File: src/rtl/stig_pkg.sv
// Shared types, constants and helpers for the sphere triangle index generator.
`default_nettype none

package stig_pkg;

  localparam int MAX_SEGMENTS = 256;
  localparam int MAX_RINGS    = 256;
  localparam int CFG_W        = 9;
  localparam int IDX_W        = 16;
  localparam int CNT_W        = 8;

  localparam logic CFG_X_RINGS = 1'b0;
  localparam logic CFG_Y_RINGS = 1'b1;

  localparam logic [CFG_W-1:0] X_RESET = 9'd16;
  localparam logic [CFG_W-1:0] Y_RESET = 9'd16;
  localparam logic [IDX_W-1:0] TOP_RESET = 16'd225;

  typedef enum logic [1:0] {
    SEC_FINISHED = 2'd0,
    SEC_BOTTOM   = 2'd1,
    SEC_MIDDLE   = 2'd2,
    SEC_TOP      = 2'd3
  } section_t;

  typedef struct packed {
    logic [CFG_W-1:0] x;
    logic [CFG_W-1:0] y;
    logic [IDX_W-1:0] top;
  } cfg_t;

  typedef struct packed {
    logic [IDX_W-1:0] a;
    logic [IDX_W-1:0] b;
    logic [IDX_W-1:0] c;
    logic             last;
    logic             past;
  } tri_t;

  function automatic logic [CFG_W-1:0] clamp_cfg(input logic [CFG_W-1:0] v,
                                                 input logic [CFG_W-1:0] hi);
    logic [CFG_W-1:0] r;
    if (v < 9'd3) r = 9'd3;
    else if (v > hi) r = hi;
    else r = v;
    return r;
  endfunction

endpackage

`default_nettype wire

File: src/rtl/stig_cfg.sv
// Configuration registers, kept clamped, with the top pole index precomputed.
`default_nettype none

module stig_cfg import stig_pkg::*; (
  input  wire logic             clk,
  input  wire logic             rst_n,
  input  wire logic             cfg_we,
  input  wire logic             cfg_index,
  input  wire logic [CFG_W-1:0] cfg_data,
  output cfg_t                  cfg
);

  localparam logic [CFG_W-1:0] XHI = CFG_W'(MAX_SEGMENTS);
  localparam logic [CFG_W-1:0] YHI = CFG_W'(MAX_RINGS);

  logic [CFG_W-1:0]   x_r, x_nxt;
  logic [CFG_W-1:0]   y_r, y_nxt;
  logic [IDX_W-1:0]   top_r, top_nxt;
  logic [2*CFG_W-1:0] prod;

  always_comb begin
    x_nxt = x_r;
    y_nxt = y_r;
    if (cfg_we) begin
      if (cfg_index == CFG_X_RINGS) x_nxt = clamp_cfg(cfg_data, XHI);
      else y_nxt = clamp_cfg(cfg_data, YHI);
    end
    // The top pole sits after all ring vertices: X*(Y-2)+1.
    prod    = x_nxt * (y_nxt - 9'd2);
    top_nxt = prod[IDX_W-1:0] + 16'd1;
  end

  always_ff @(posedge clk) begin
    if (!rst_n) begin
      x_r   <= X_RESET;
      y_r   <= Y_RESET;
      top_r <= TOP_RESET;
    end else if (cfg_we) begin
      x_r   <= x_nxt;
      y_r   <= y_nxt;
      top_r <= top_nxt;
    end
  end

  assign cfg = '{x: x_r, y: y_r, top: top_r};

endmodule

`default_nettype wire

File: src/rtl/stig_seq.sv
// Section and counter state with the triangle index logic for one item.
`default_nettype none

module stig_seq import stig_pkg::*; (
  input  wire logic clk,
  input  wire logic rst_n,
  input  wire logic accept,
  input  wire logic restart,
  input  wire cfg_t cfg,
  output tri_t      tri_o
);

  section_t         sec_r, sec_nxt;
  logic [CNT_W-1:0] row_r, row_nxt;
  logic [CNT_W-1:0] col_r, col_nxt;
  logic             half_r, half_nxt;
  logic [IDX_W-1:0] base_r, base_nxt;

  section_t         sec_e;
  logic [CNT_W-1:0] row_e, col_e;
  logic             half_e;
  logic [IDX_W-1:0] base_e;
  logic [CFG_W-1:0] col_inc, row_inc;
  logic [IDX_W-1:0] xx, jj, bj;
  logic             not_seam;

  always_comb begin
    sec_e  = sec_r;
    row_e  = row_r;
    col_e  = col_r;
    half_e = half_r;
    base_e = base_r;
    if (restart) begin
      sec_e  = SEC_BOTTOM;
      row_e  = '0;
      col_e  = '0;
      half_e = 1'b0;
      base_e = '0;
    end

    col_inc  = {1'b0, col_e} + 9'd1;
    row_inc  = {1'b0, row_e} + 9'd1;
    xx       = {{(IDX_W-CFG_W){1'b0}}, cfg.x};
    jj       = {{(IDX_W-CNT_W){1'b0}}, col_e};
    bj       = base_e + jj;
    not_seam = {1'b0, col_e} < (cfg.x - 9'd1);

    tri_o    = '0;
    sec_nxt  = sec_e;
    row_nxt  = row_e;
    col_nxt  = col_e;
    half_nxt = half_e;
    base_nxt = base_e;

    unique case (sec_e)
      SEC_BOTTOM: begin
        tri_o.b = jj + 16'd1;
        tri_o.c = (col_inc < cfg.x) ? jj + 16'd2 : 16'd1;
        if (col_inc >= cfg.x) begin
          col_nxt  = '0;
          row_nxt  = '0;
          base_nxt = '0;
          half_nxt = 1'b0;
          sec_nxt  = (cfg.y > 9'd3) ? SEC_MIDDLE : SEC_TOP;
        end else begin
          col_nxt = col_inc[CNT_W-1:0];
        end
      end
      SEC_MIDDLE: begin
        if (not_seam) begin
          if (!half_e) begin
            tri_o.a = bj + 16'd2;
            tri_o.b = bj + 16'd1;
            tri_o.c = bj + 16'd2 + xx;
          end else begin
            tri_o.a = bj + 16'd2 + xx;
            tri_o.b = bj + 16'd1;
            tri_o.c = bj + 16'd1 + xx;
          end
        end else begin
          // Seam quad wraps back to the first vertex of the row.
          if (!half_e) begin
            tri_o.a = base_e + xx + 16'd1;
            tri_o.b = base_e + 16'd1;
          end else begin
            tri_o.a = base_e + 16'd1;
            tri_o.b = base_e + xx;
          end
          tri_o.c = base_e + {xx[IDX_W-2:0], 1'b0};
        end
        if (!half_e) begin
          half_nxt = 1'b1;
        end else begin
          half_nxt = 1'b0;
          if (col_inc >= cfg.x) begin
            col_nxt  = '0;
            row_nxt  = row_inc[CNT_W-1:0];
            base_nxt = base_e + xx;
            if (row_inc >= (cfg.y - 9'd3)) begin
              sec_nxt = SEC_TOP;
              row_nxt = '0;
            end
          end else begin
            col_nxt = col_inc[CNT_W-1:0];
          end
        end
      end
      SEC_TOP: begin
        if (not_seam) begin
          tri_o.a = cfg.top;
          tri_o.b = cfg.top - jj - 16'd1;
          tri_o.c = cfg.top - jj - 16'd2;
        end else begin
          tri_o.a    = cfg.top - 16'd1;
          tri_o.b    = cfg.top;
          tri_o.c    = cfg.top - xx;
          tri_o.last = 1'b1;
        end
        if (col_inc >= cfg.x) begin
          col_nxt = '0;
          sec_nxt = SEC_FINISHED;
        end else begin
          col_nxt = col_inc[CNT_W-1:0];
        end
      end
      SEC_FINISHED: begin
        tri_o.past = 1'b1;
      end
      default: begin
        tri_o.past = 1'b1;
      end
    endcase
  end

  always_ff @(posedge clk) begin
    if (!rst_n) begin
      sec_r  <= SEC_FINISHED;
      row_r  <= '0;
      col_r  <= '0;
      half_r <= 1'b0;
      base_r <= '0;
    end else if (accept) begin
      sec_r  <= sec_nxt;
      row_r  <= row_nxt;
      col_r  <= col_nxt;
      half_r <= half_nxt;
      base_r <= base_nxt;
    end
  end

endmodule

`default_nettype wire

File: src/rtl/stig_out.sv
// Result register: holds one triangle until the consumer takes it.
`default_nettype none

module stig_out import stig_pkg::*; (
  input  wire logic clk,
  input  wire logic rst_n,
  input  wire logic load,
  input  wire tri_t tri_i,
  input  wire logic out_stall,
  output logic      out_valid,
  output tri_t      tri_o
);

  logic valid_r;
  tri_t tri_r;

  always_ff @(posedge clk) begin
    if (!rst_n) begin
      valid_r <= 1'b0;
    end else if (load) begin
      valid_r <= 1'b1;
    end else if (!out_stall) begin
      valid_r <= 1'b0;
    end
  end

  always_ff @(posedge clk) begin
    if (load) tri_r <= tri_i;
  end

  assign out_valid = valid_r;
  assign tri_o     = tri_r;

endmodule

`default_nettype wire

File: src/rtl/sphere_triangle_index_generator_top.sv
// An accepted request's triangle is in the result register in the next cycle.
// Throughput: one triangle per cycle unless stalled; results free as they are taken.
// The section counters and index adders settle between request and result register.
// Reset (rst_n low, synchronous): no result pending, X = Y = 16, section finished,
// so a request without restart answers past_end until the first restart.
`default_nettype none

module sphere_triangle_index_generator_top import stig_pkg::*; (
  input  wire logic             clk,
  input  wire logic             rst_n,
  input  wire logic             in_valid,
  output logic                  in_stall,
  input  wire logic             in_restart,
  output logic                  out_valid,
  input  wire logic             out_stall,
  output logic [IDX_W-1:0]      out_index_a,
  output logic [IDX_W-1:0]      out_index_b,
  output logic [IDX_W-1:0]      out_index_c,
  output logic                  out_last_triangle,
  output logic                  out_past_end,
  input  wire logic             cfg_we,
  input  wire logic             cfg_index,
  input  wire logic [CFG_W-1:0] cfg_data
);

  cfg_t cfg;
  tri_t tri_next, tri_held;
  logic accept;

  // A new item may enter whenever the result register is empty or being drained.
  assign in_stall = out_valid && out_stall;
  assign accept   = in_valid && !in_stall;

  stig_cfg u_cfg (
    .clk       (clk),
    .rst_n     (rst_n),
    .cfg_we    (cfg_we),
    .cfg_index (cfg_index),
    .cfg_data  (cfg_data),
    .cfg       (cfg)
  );

  stig_seq u_seq (
    .clk     (clk),
    .rst_n   (rst_n),
    .accept  (accept),
    .restart (in_restart),
    .cfg     (cfg),
    .tri_o   (tri_next)
  );

  stig_out u_out (
    .clk       (clk),
    .rst_n     (rst_n),
    .load      (accept),
    .tri_i     (tri_next),
    .out_stall (out_stall),
    .out_valid (out_valid),
    .tri_o     (tri_held)
  );

  assign out_index_a       = tri_held.a;
  assign out_index_b       = tri_held.b;
  assign out_index_c       = tri_held.c;
  assign out_last_triangle = tri_held.last;
  assign out_past_end      = tri_held.past;

  a_past_zero: assert property (@(posedge clk) disable iff (!rst_n)
    out_valid && out_past_end |->
      out_index_a == '0 && out_index_b == '0 && out_index_c == '0 && !out_last_triangle)
    else $error("past_end result carries nonzero fields");

  a_restart_first: assert property (@(posedge clk) disable iff (!rst_n)
    in_valid && !in_stall && in_restart |=>
      out_valid && !out_past_end && out_index_a == '0 && out_index_b == 16'd1)
    else $error("restart did not yield the first bottom fan triangle");

  a_stall_cause: assert property (@(posedge clk) disable iff (!rst_n)
    in_stall |-> out_valid && out_stall)
    else $error("input stalled with the result register free");

  a_hold: assert property (@(posedge clk) disable iff (!rst_n)
    out_valid && out_stall |=> out_valid && $stable(out_index_a) && $stable(out_past_end))
    else $error("stalled result changed");

endmodule

`default_nettype wire

File: config.mk
export PLATFORM = sky130hd
export DESIGN_NAME = sphere_triangle_index_generator_top
export DESIGN_NICKNAME = d
export VERILOG_FILES = /design/src/rtl/stig_pkg.sv /design/src/rtl/stig_cfg.sv /design/src/rtl/stig_seq.sv /design/src/rtl/stig_out.sv /design/src/rtl/sphere_triangle_index_generator_top.sv
export SDC_FILE = /design/constraint.sdc
export NUM_CORES = 1
export LEC_CHECK = 0
export BUFFER_PORTS_ARGS = -buffer_cell sky130_fd_sc_hd__buf_2
export CORE_MARGIN = 3
export CORE_UTILIZATION = 30
export DETAILED_ROUTE_END_ITERATION = 8
export PLACE_DENSITY = 0.54
export SLEW_MARGIN = 20
export SYNTH_ARGS = -nofsm -noshare
export SYNTH_HDL_FRONTEND = slang
export SYNTH_HIERARCHICAL = 1
export SYNTH_SLANG_ARGS = --single-unit
File: constraint.sdc
create_clock -name clk -period 9.75 [get_ports clk]
set_input_delay 0.4875 -clock clk [delete_from_list [all_inputs] [get_ports clk]]
set_output_delay 0.4875 -clock clk [all_outputs]
set_load 0.01 [all_outputs]
==> results of run 1 <==
-- area by class of cell --
class / instances / share of cell area
Tap cell: 756 / 0.0503
Clock inverter: 14 / 0.00844
Multi-Input combinational cell: 1817 / 0.705
Clock buffer: 18 / 0.0239
Timing Repair Buffer: 96 / 0.0294
Inverter: 142 / 0.0283
Sequential cell: 120 / 0.154
-- routing by layer --
| metal | up-vias | GRT usage |
|---|---|---|
| li1 | 7879 | - |
| met4 | 0 | 0.0959 |
| met5 | - | 0 |
| met2 | 571 | 0.342 |
| met1 | 8126 | 0.267 |
| met3 | 131 | 0.0319 |
-- worst max-delay path by stage --
stage | startpoint | end | slack [ns] | cells after the start
floorplan | cfg_data[6] | u_cfg/top_r[13] | 3.28 | 21
global placement | cfg_we | u_cfg/top_r[13] | 2.10 | 23
detailed placement | cfg_we | u_cfg/top_r[15] | 1.85 | 22
CTS | cfg_we | u_cfg/top_r[15] | 2.35 | 22
global route | cfg_we | u_cfg/top_r[13] | 1.76 | 23
finish | cfg_we | u_cfg/top_r[15] | 2.31 | 22
-- metrics by stage --
stage | utilization | cells | hold WS [ns] | setup WS [ns] | power, mW
global placement | 0.322 | 2931 | 0.453 | 2.10 | 1.45
floorplan | - | 2197 | 0.446 | 3.28 | 1.22
CTS | 0.333 | 2963 | 0.345 | 2.35 | 2.14
finish | 0.333 | 2963 | 0.372 | 2.31 | 2.13
detailed placement | 0.322 | 2931 | 0.477 | 1.85 | 1.46
global route | 0.333 | 2963 | 0.369 | 1.76 | 2.27
-- sequential cells by signal, summed over array words and instances, names as in the netlist --
register	count
u_seq/col_r	8
u_cfg/top_r	16
u_out/tri_o	50
u_seq/base_r	16
u_cfg/x_r	9
u_seq/sec_r	2
u_cfg/y_r	9
u_out/out_valid	1
u_seq/half_r	1
u_seq/row_r	8
-- where the power goes --
group | leakage, nW | switching, mW | total [mW] | internal (mW)
combinational | 5.99 | 0.540 | 0.867 | 0.327
sequential | 1.08 | 0.0469 | 0.600 | 0.553
clock | 0.296 | 0.269 | 0.665 | 0.396
-- cells by family after synthesis --
| group | Yosys count | synth area share |
|---|---|---|
| flip-flops | 120 | 0.169 |
| multiplexers | 48 | 0.0318 |
| AO/OA/AOI/OAI | 553 | 0.224 |
| buffers and inverters | 260 | 0.0595 |
| XOR/XNOR | 219 | 0.114 |
| adder cells (fa/ha/maj) | 198 | 0.169 |
| AND/OR/NAND/NOR | 799 | 0.233 |
-- cells in the final DEF (no fill, tap or decap), drive strengths merged, types with 12 or more instances in the layout --
cell type	n
mux2i	38
a21o	35
nor2	217
nor2b	64
xor2	65
nand2b	34
clkbuf	18
o211ai	40
nand2	201
dfxtp	70
and3	13
and2	24
nor3	48
inv	146
a221oi	16
a21oi	115
o21a	27
a211oi	23
or2	18
fa	58
a31oi	20
or4	12
o21ai	114
nor4	22
a22oi	15
ha	138
xnor2	153
nand4	31
o31ai	13
buf	96
or3	21
edfxtp	50
nand3	54
o22ai	12
-- worst register-to-register path, cell delays in order (launching register included) --
cell      delay, ns
dfxtp_1        0.36
nand2_1        0.14
o31a_1         0.47
ha_1           0.34
o211ai_1       0.13
xnor2_1        0.83
nor2_1         0.14
fa_1           0.42
inv_1          0.08
fa_1           0.41
fa_1           0.49
fa_1           0.55
inv_1          0.05
fa_1           0.47
ha_1           0.36
a211o_1        0.29
a211oi_1       0.36
o21bai_1       0.21
o32ai_1        0.37
or3_1          0.16
nand3_1        0.06
==> metrics.csv, run 1 <==
metric;value;unit
rr_startpoint;u_cfg/y_r[1];
setup_viol;0;
fp-row-count;87;
die_area;60100;um^2
relSlewSlack;0.302;
required;10.11;ns
netlist_area;17200;um^2
worst_pin_slew;1.04;ns
overflow;0;
drt_first_pass_iters;5;
hpwlAfterDp;49000;um
first_iter_violations;1305;
cts_tree;built;
cts_setup_buffers;0;
hold_end;u_out/out_valid;
cp_slowest_stage_delay;0.83;ns
final_area;18800;um^2
reg2reg_depth;20;
hold_viol_final;0;
cts_hold_buffers;0;
ys_seq_area_frac;0.169;
die-width;245;um
met2WireLength;29200;um
clockBufferDepth;2;
synth_cell_types;112;
wl_met1;27200;um
critPathLaunchType;input port;
wl_per_cell;21.2;um
gp_congestion;0.939;
viasPerCell;5.64;
grt_max_degree;66;
fin_skew;0.0135;ns
power.density;113;nW/um^2
num_vias;16700;
multi_input_area;13300;um^2
r2r-end;u_cfg/top_r[15];
yosys_warnings;6;
hold_path_class;input port to flip-flop;
synth.top_cell.area_share;0.101;
rsz0062_at_grt;no;
top_layer;met4;
clock-root-buffer;clkbuf_16;
htree_num_levels;4;
core;56500;um^2
setup_tns;0;ns
synth_flop_cell;dfxtp_1;
nets;2406;
grt_pass1_vias;16600;
max-cap-violations;0;
drcViolationCount;0;
synth_top_cell_by_area;ha_1;
numCtsBuffers;17;
synth-seq-cells;120;
synth.most_common_cell;nor2_1;
path_cells;buf_2, nand2_1, nand2_1, o31a_1, ha_1, o211ai_1, xnor2_1, nor2_1, fa_1, inv_1, fa_1, fa_1, fa_1, inv_1, fa_1, ha_1, a211o_1, a211oi_1, o21bai_1, o32ai_1, or3_1, nand3_1;
crit_arrival;7.80;ns
synthToLayoutAreaGrowth;9.61;%
synth_cells;2197;
critical_path_buf_inv_count;3;
slowest_stage;xnor2_1;
insertion_delay;0.47;ns
ir_drop;0.116;mV
grt_pass1_wl;97000;um
grt_antenna_before_repair;1;
grt_usage;0.208;
ant_nets;0;
status;finished, final reports clean;
syn_nets;2409;
async_flop_share;0;
drt-total-wl;62900;um
hold_start;out_stall;
synth_area_per_cell;7.81;um^2
endpoint_kind;flip-flop;
critPathMaxFanout;32;
fmax;134;MHz
wl_met3;3710;um
post_dp_cell_area;18200;um^2
drv_slew;0;
whs_path_depth;3;
floorplan.initialDensity;0.304;
n_antenna_cell;0;
die_y;245;um
io_pins;68;
clkTransAtPathRegs;0.06;ns
synth_area_leaders;ha_1, edfxtp_1, dfxtp_1, xnor2_1, fa_1;
num-fill-cells;6031;
cts_resized;0;
rrSetupSlack;2.94;ns
leakage;7.36;nW
cts_sinks;120;
path_class;input port to flip-flop;
crit_path_frequent_cell;fa_1;
port-buffer-count;67;
final-seq-area;2900;um^2
cpLargestDelayFamily;adder cells;
drive_above_1_share;0.0911;
synth_common_cells;nor2_1, nand2_1, xnor2_1;
fin_crit_sh;0.763;
synth_edf_count;50;
final.min_clock_period;7.44;ns
Power figures use the tool's default switching activity.
==> inputs of run 2 (changes only) <==
--- a/config.mk
+++ b/config.mk
@@ -5,11 +5,12 @@
 export SDC_FILE = /design/constraint.sdc
 export NUM_CORES = 1
 export LEC_CHECK = 0
+export ABC_AREA = 1
 export BUFFER_PORTS_ARGS = -buffer_cell sky130_fd_sc_hd__buf_2
 export CORE_MARGIN = 3
 export CORE_UTILIZATION = 30
 export DETAILED_ROUTE_END_ITERATION = 8
-export PLACE_DENSITY = 0.54
+export PLACE_DENSITY = 0.55
 export SLEW_MARGIN = 20
 export SYNTH_ARGS = -nofsm -noshare
 export SYNTH_HDL_FRONTEND = slang
==> constraint.sdc (replaced) <==
create_clock -name clk -period 6.3 [get_ports clk]
set_input_delay 0.315 -clock clk [delete_from_list [all_inputs] [get_ports clk]]
set_output_delay 0.315 -clock clk [all_outputs]
set_load 0.01 [all_outputs]
==> run 2 against run 1 <==
  * Global-route usage increased by 0.68 points
  * First-iteration DRC count increased by 26%
  * Non-clock buffer count increased by 40
  * Critical path depth increased by 10
  * Hold slack got worse by 0.22 ns
  * Clock skew increased by 0.0026 ns
  * Setup slack got worse by 1.8 ns
  * Largest cell class unchanged
==> metrics.csv, run 2 <==
metric;value;unit
synth_cell_types;67;
required;6.66;ns
gp_congestion;0.968;
fin_crit_sh;0.917;
drv_slew;0;
cts_sinks;120;
drt-total-wl;65900;um
synth_area_leaders;nand2_1, ha_1, edfxtp_1, inv_1, dfxtp_1;
hold_viol_final;0;
synthToLayoutAreaGrowth;11.5;%
synth_common_cells;nand2_1, inv_1, nor2_1;
cts_tree;built;
endpoint_kind;flip-flop;
drt_first_pass_iters;6;
largest_register_ffs;50;
num-fill-cells;6449;
wl_per_cell;18.4;um
ir_drop;0.187;mV
clkTransAtPathRegs;0.06;ns
slowest_stage;fa_1;
synth_cells;2745;
overflow;0;
critPathMaxFanout;4;
crit_path_frequent_cell;nand2_1;
crit_arrival;6.13;ns
yosys_warnings;6;
synth_flop_cell;dfxtp_1;
clock-root-buffer;clkbuf_16;
fin_skew;0.0161;ns
leakage;9.14;nW
grt_usage;0.214;
final_cell_mix;nand2_1, inv_1, nor2_1;
switchingPower;1.95;mW
drive_above_1_share;0.0996;
p_int;2.17;mW
drcViolationCount;0;
clockPowerShare;0.236;
path_class;flip-flop to flip-flop;
clockBufferDepth;2;
p_comb_frac;0.521;
synth.most_common_cell;nand2_1;
synth_top_cell_by_area;nand2_1;
first_iter_violations;1639;
final-seq-area;2900;um^2
power.density;210;nW/um^2
multi_input_area;12800;um^2
viasPerCell;5.21;
syn_nets;2957;
r2r-end;u_cfg/top_r[14];
rr_startpoint;u_cfg/y_r[1];
synth-seq-cells;120;
max-cap-violations;0;
status;finished, final reports clean;
hold_path_class;input port to flip-flop;
setup_tns;0;ns
top_layer;met5;
final_common_cell;nand2_1;
ant_nets;0;
cts_setup_buffers;0;
crit_start;u_cfg/y_r[1];
async_flop_share;0;
rrSetupSlack;0.53;ns
io_pins;68;
rsz0062_at_grt;no;
power;4.13;mW
wl_met1;29600;um
synth_area_per_cell;6.40;um^2
reg2reg_depth;32;
hpwlAfterDp;52600;um
setup_viol;0;
grt_antenna_before_repair;3;
die_y;248;um
relSlewSlack;0.301;
die_area;61500;um^2
seqPwrFrac;0.243;
ys_seq_area_frac;0.165;
grt_pass1_wl;101000;um
synth.top_cell.area_share;0.128;
p_sw_frac;0.473;
fmax;173;MHz
cp_slowest_stage_delay;0.57;ns
nets;3021;
critPathLaunchType;flip-flop;
fp-row-count;88;
wl_met3;3960;um
grt_max_degree;63;
worst_pin_slew;1.05;ns
floorplan.initialDensity;0.304;
port-buffer-count;67;
met2WireLength;29300;um
num_vias;18700;
core;57800;um^2
numCtsBuffers;17;
netlist_area;17600;um^2
final.min_clock_period;5.77;ns
die-width;248;um
grt_pass1_vias;17400;
synth_edf_count;50;
endpoint;u_cfg/top_r[14];
htree_num_levels;4;
insertion_delay;0.46;ns
==> run 2: final cells by class <==
class | instances | area share
diodes | 2 | 0.000255
clock buffers | 17 | 0.0217
clock inverters | 15 | 0.00715
inverters | 404 | 0.0776
multi-input cells | 2130 | 0.653
flip-flops and latches | 120 | 0.148
well taps | 765 | 0.0488
repair buffers | 136 | 0.0435
==> run 2: cells by family after synthesis <==
kind of cell / share of synthesized area
DFF: 0.165
muxes: 0.000569
adders and majority gates: 0.165
buffers and inverters: 0.108
and+or+nand+nor: 0.306
AOI/OAI and AO/OA: 0.196
xor gates and xnor gates: 0.0582
==> run 2: how the worst min path moves through the flow <==
stage	start	endpoint	slack, ns	cells past startpoint
after detailed placement	u_seq/sec_r[0]	u_seq/sec_r[0]	0.46	2
after global placement	u_seq/base_r[0]	u_seq/base_r[0]	0.45	2
after CTS	out_stall	u_out/out_valid	0.12	3
final	out_stall	u_out/out_valid	0.15	3
after global routing	out_stall	u_out/out_valid	0.15	3
after floorplan	rst_n	u_cfg/y_r[4]	0.38	1
==> run 2: metrics by stage <==
| step | std cells | util | hold WS, ns | area (um^2) | setup WS [ns] |
|---|---|---|---|---|---|
| CTS | 3587 | 0.339 | 0.123 | 19600 | 0.475 |
| global placement | 3555 | 0.329 | 0.454 | 19000 | 0.0927 |
| floorplan | 2745 | - | 0.384 | 17600 | 0.283 |
| global route | 3587 | 0.339 | 0.147 | 19600 | 0.00935 |
| finish | 3589 | 0.339 | 0.149 | 19600 | 0.526 |
| detailed placement | 3555 | 0.329 | 0.456 | 19000 | 0.0790 |
==> run 2: repair_timing <==
| item | 4_1_cts | 5_1_grt |
|---|---|---|
| setup endpoints to repair | 0 | 1 |
| hold buffers | 0 | 0 |
| resized for setup | 0 | 2 |
| endpoints found under the hold margin | 0 | 0 |
==> run 2: power by group through the flow <==
| stage | registers (mW) | clock network (mW) | logic (mW) |
|---|---|---|---|
| after global placement | 1.01 | 0 | 2.12 |
| after CTS | 0.996 | 1.00 | 2.14 |
| after floorplan | 0.954 | 0 | 1.59 |
| after global routing | 1.01 | 1.03 | 2.45 |
| final | 1.00 | 0.976 | 2.15 |
| after detailed placement | 1.01 | 0 | 2.12 |
==> run 2: critical path: cells and delay by family, from the launching register on <==
family / cells / cell delay (ns)
fa+ha+maj: 7 / 3.12
simple gates: 12 / 0.98
compound gates: 6 / 0.77
flops: 1 / 0.41
buf+inv: 7 / 0.38
==> run 2: routing by layer <==
metal | vias to the layer above | global-route usage
met2 | 649 | 0.341
met4 | 2 | 0.104
met1 | 8650 | 0.285
met3 | 135 | 0.0302
met5 | - | 0
li1 | 9263 | -
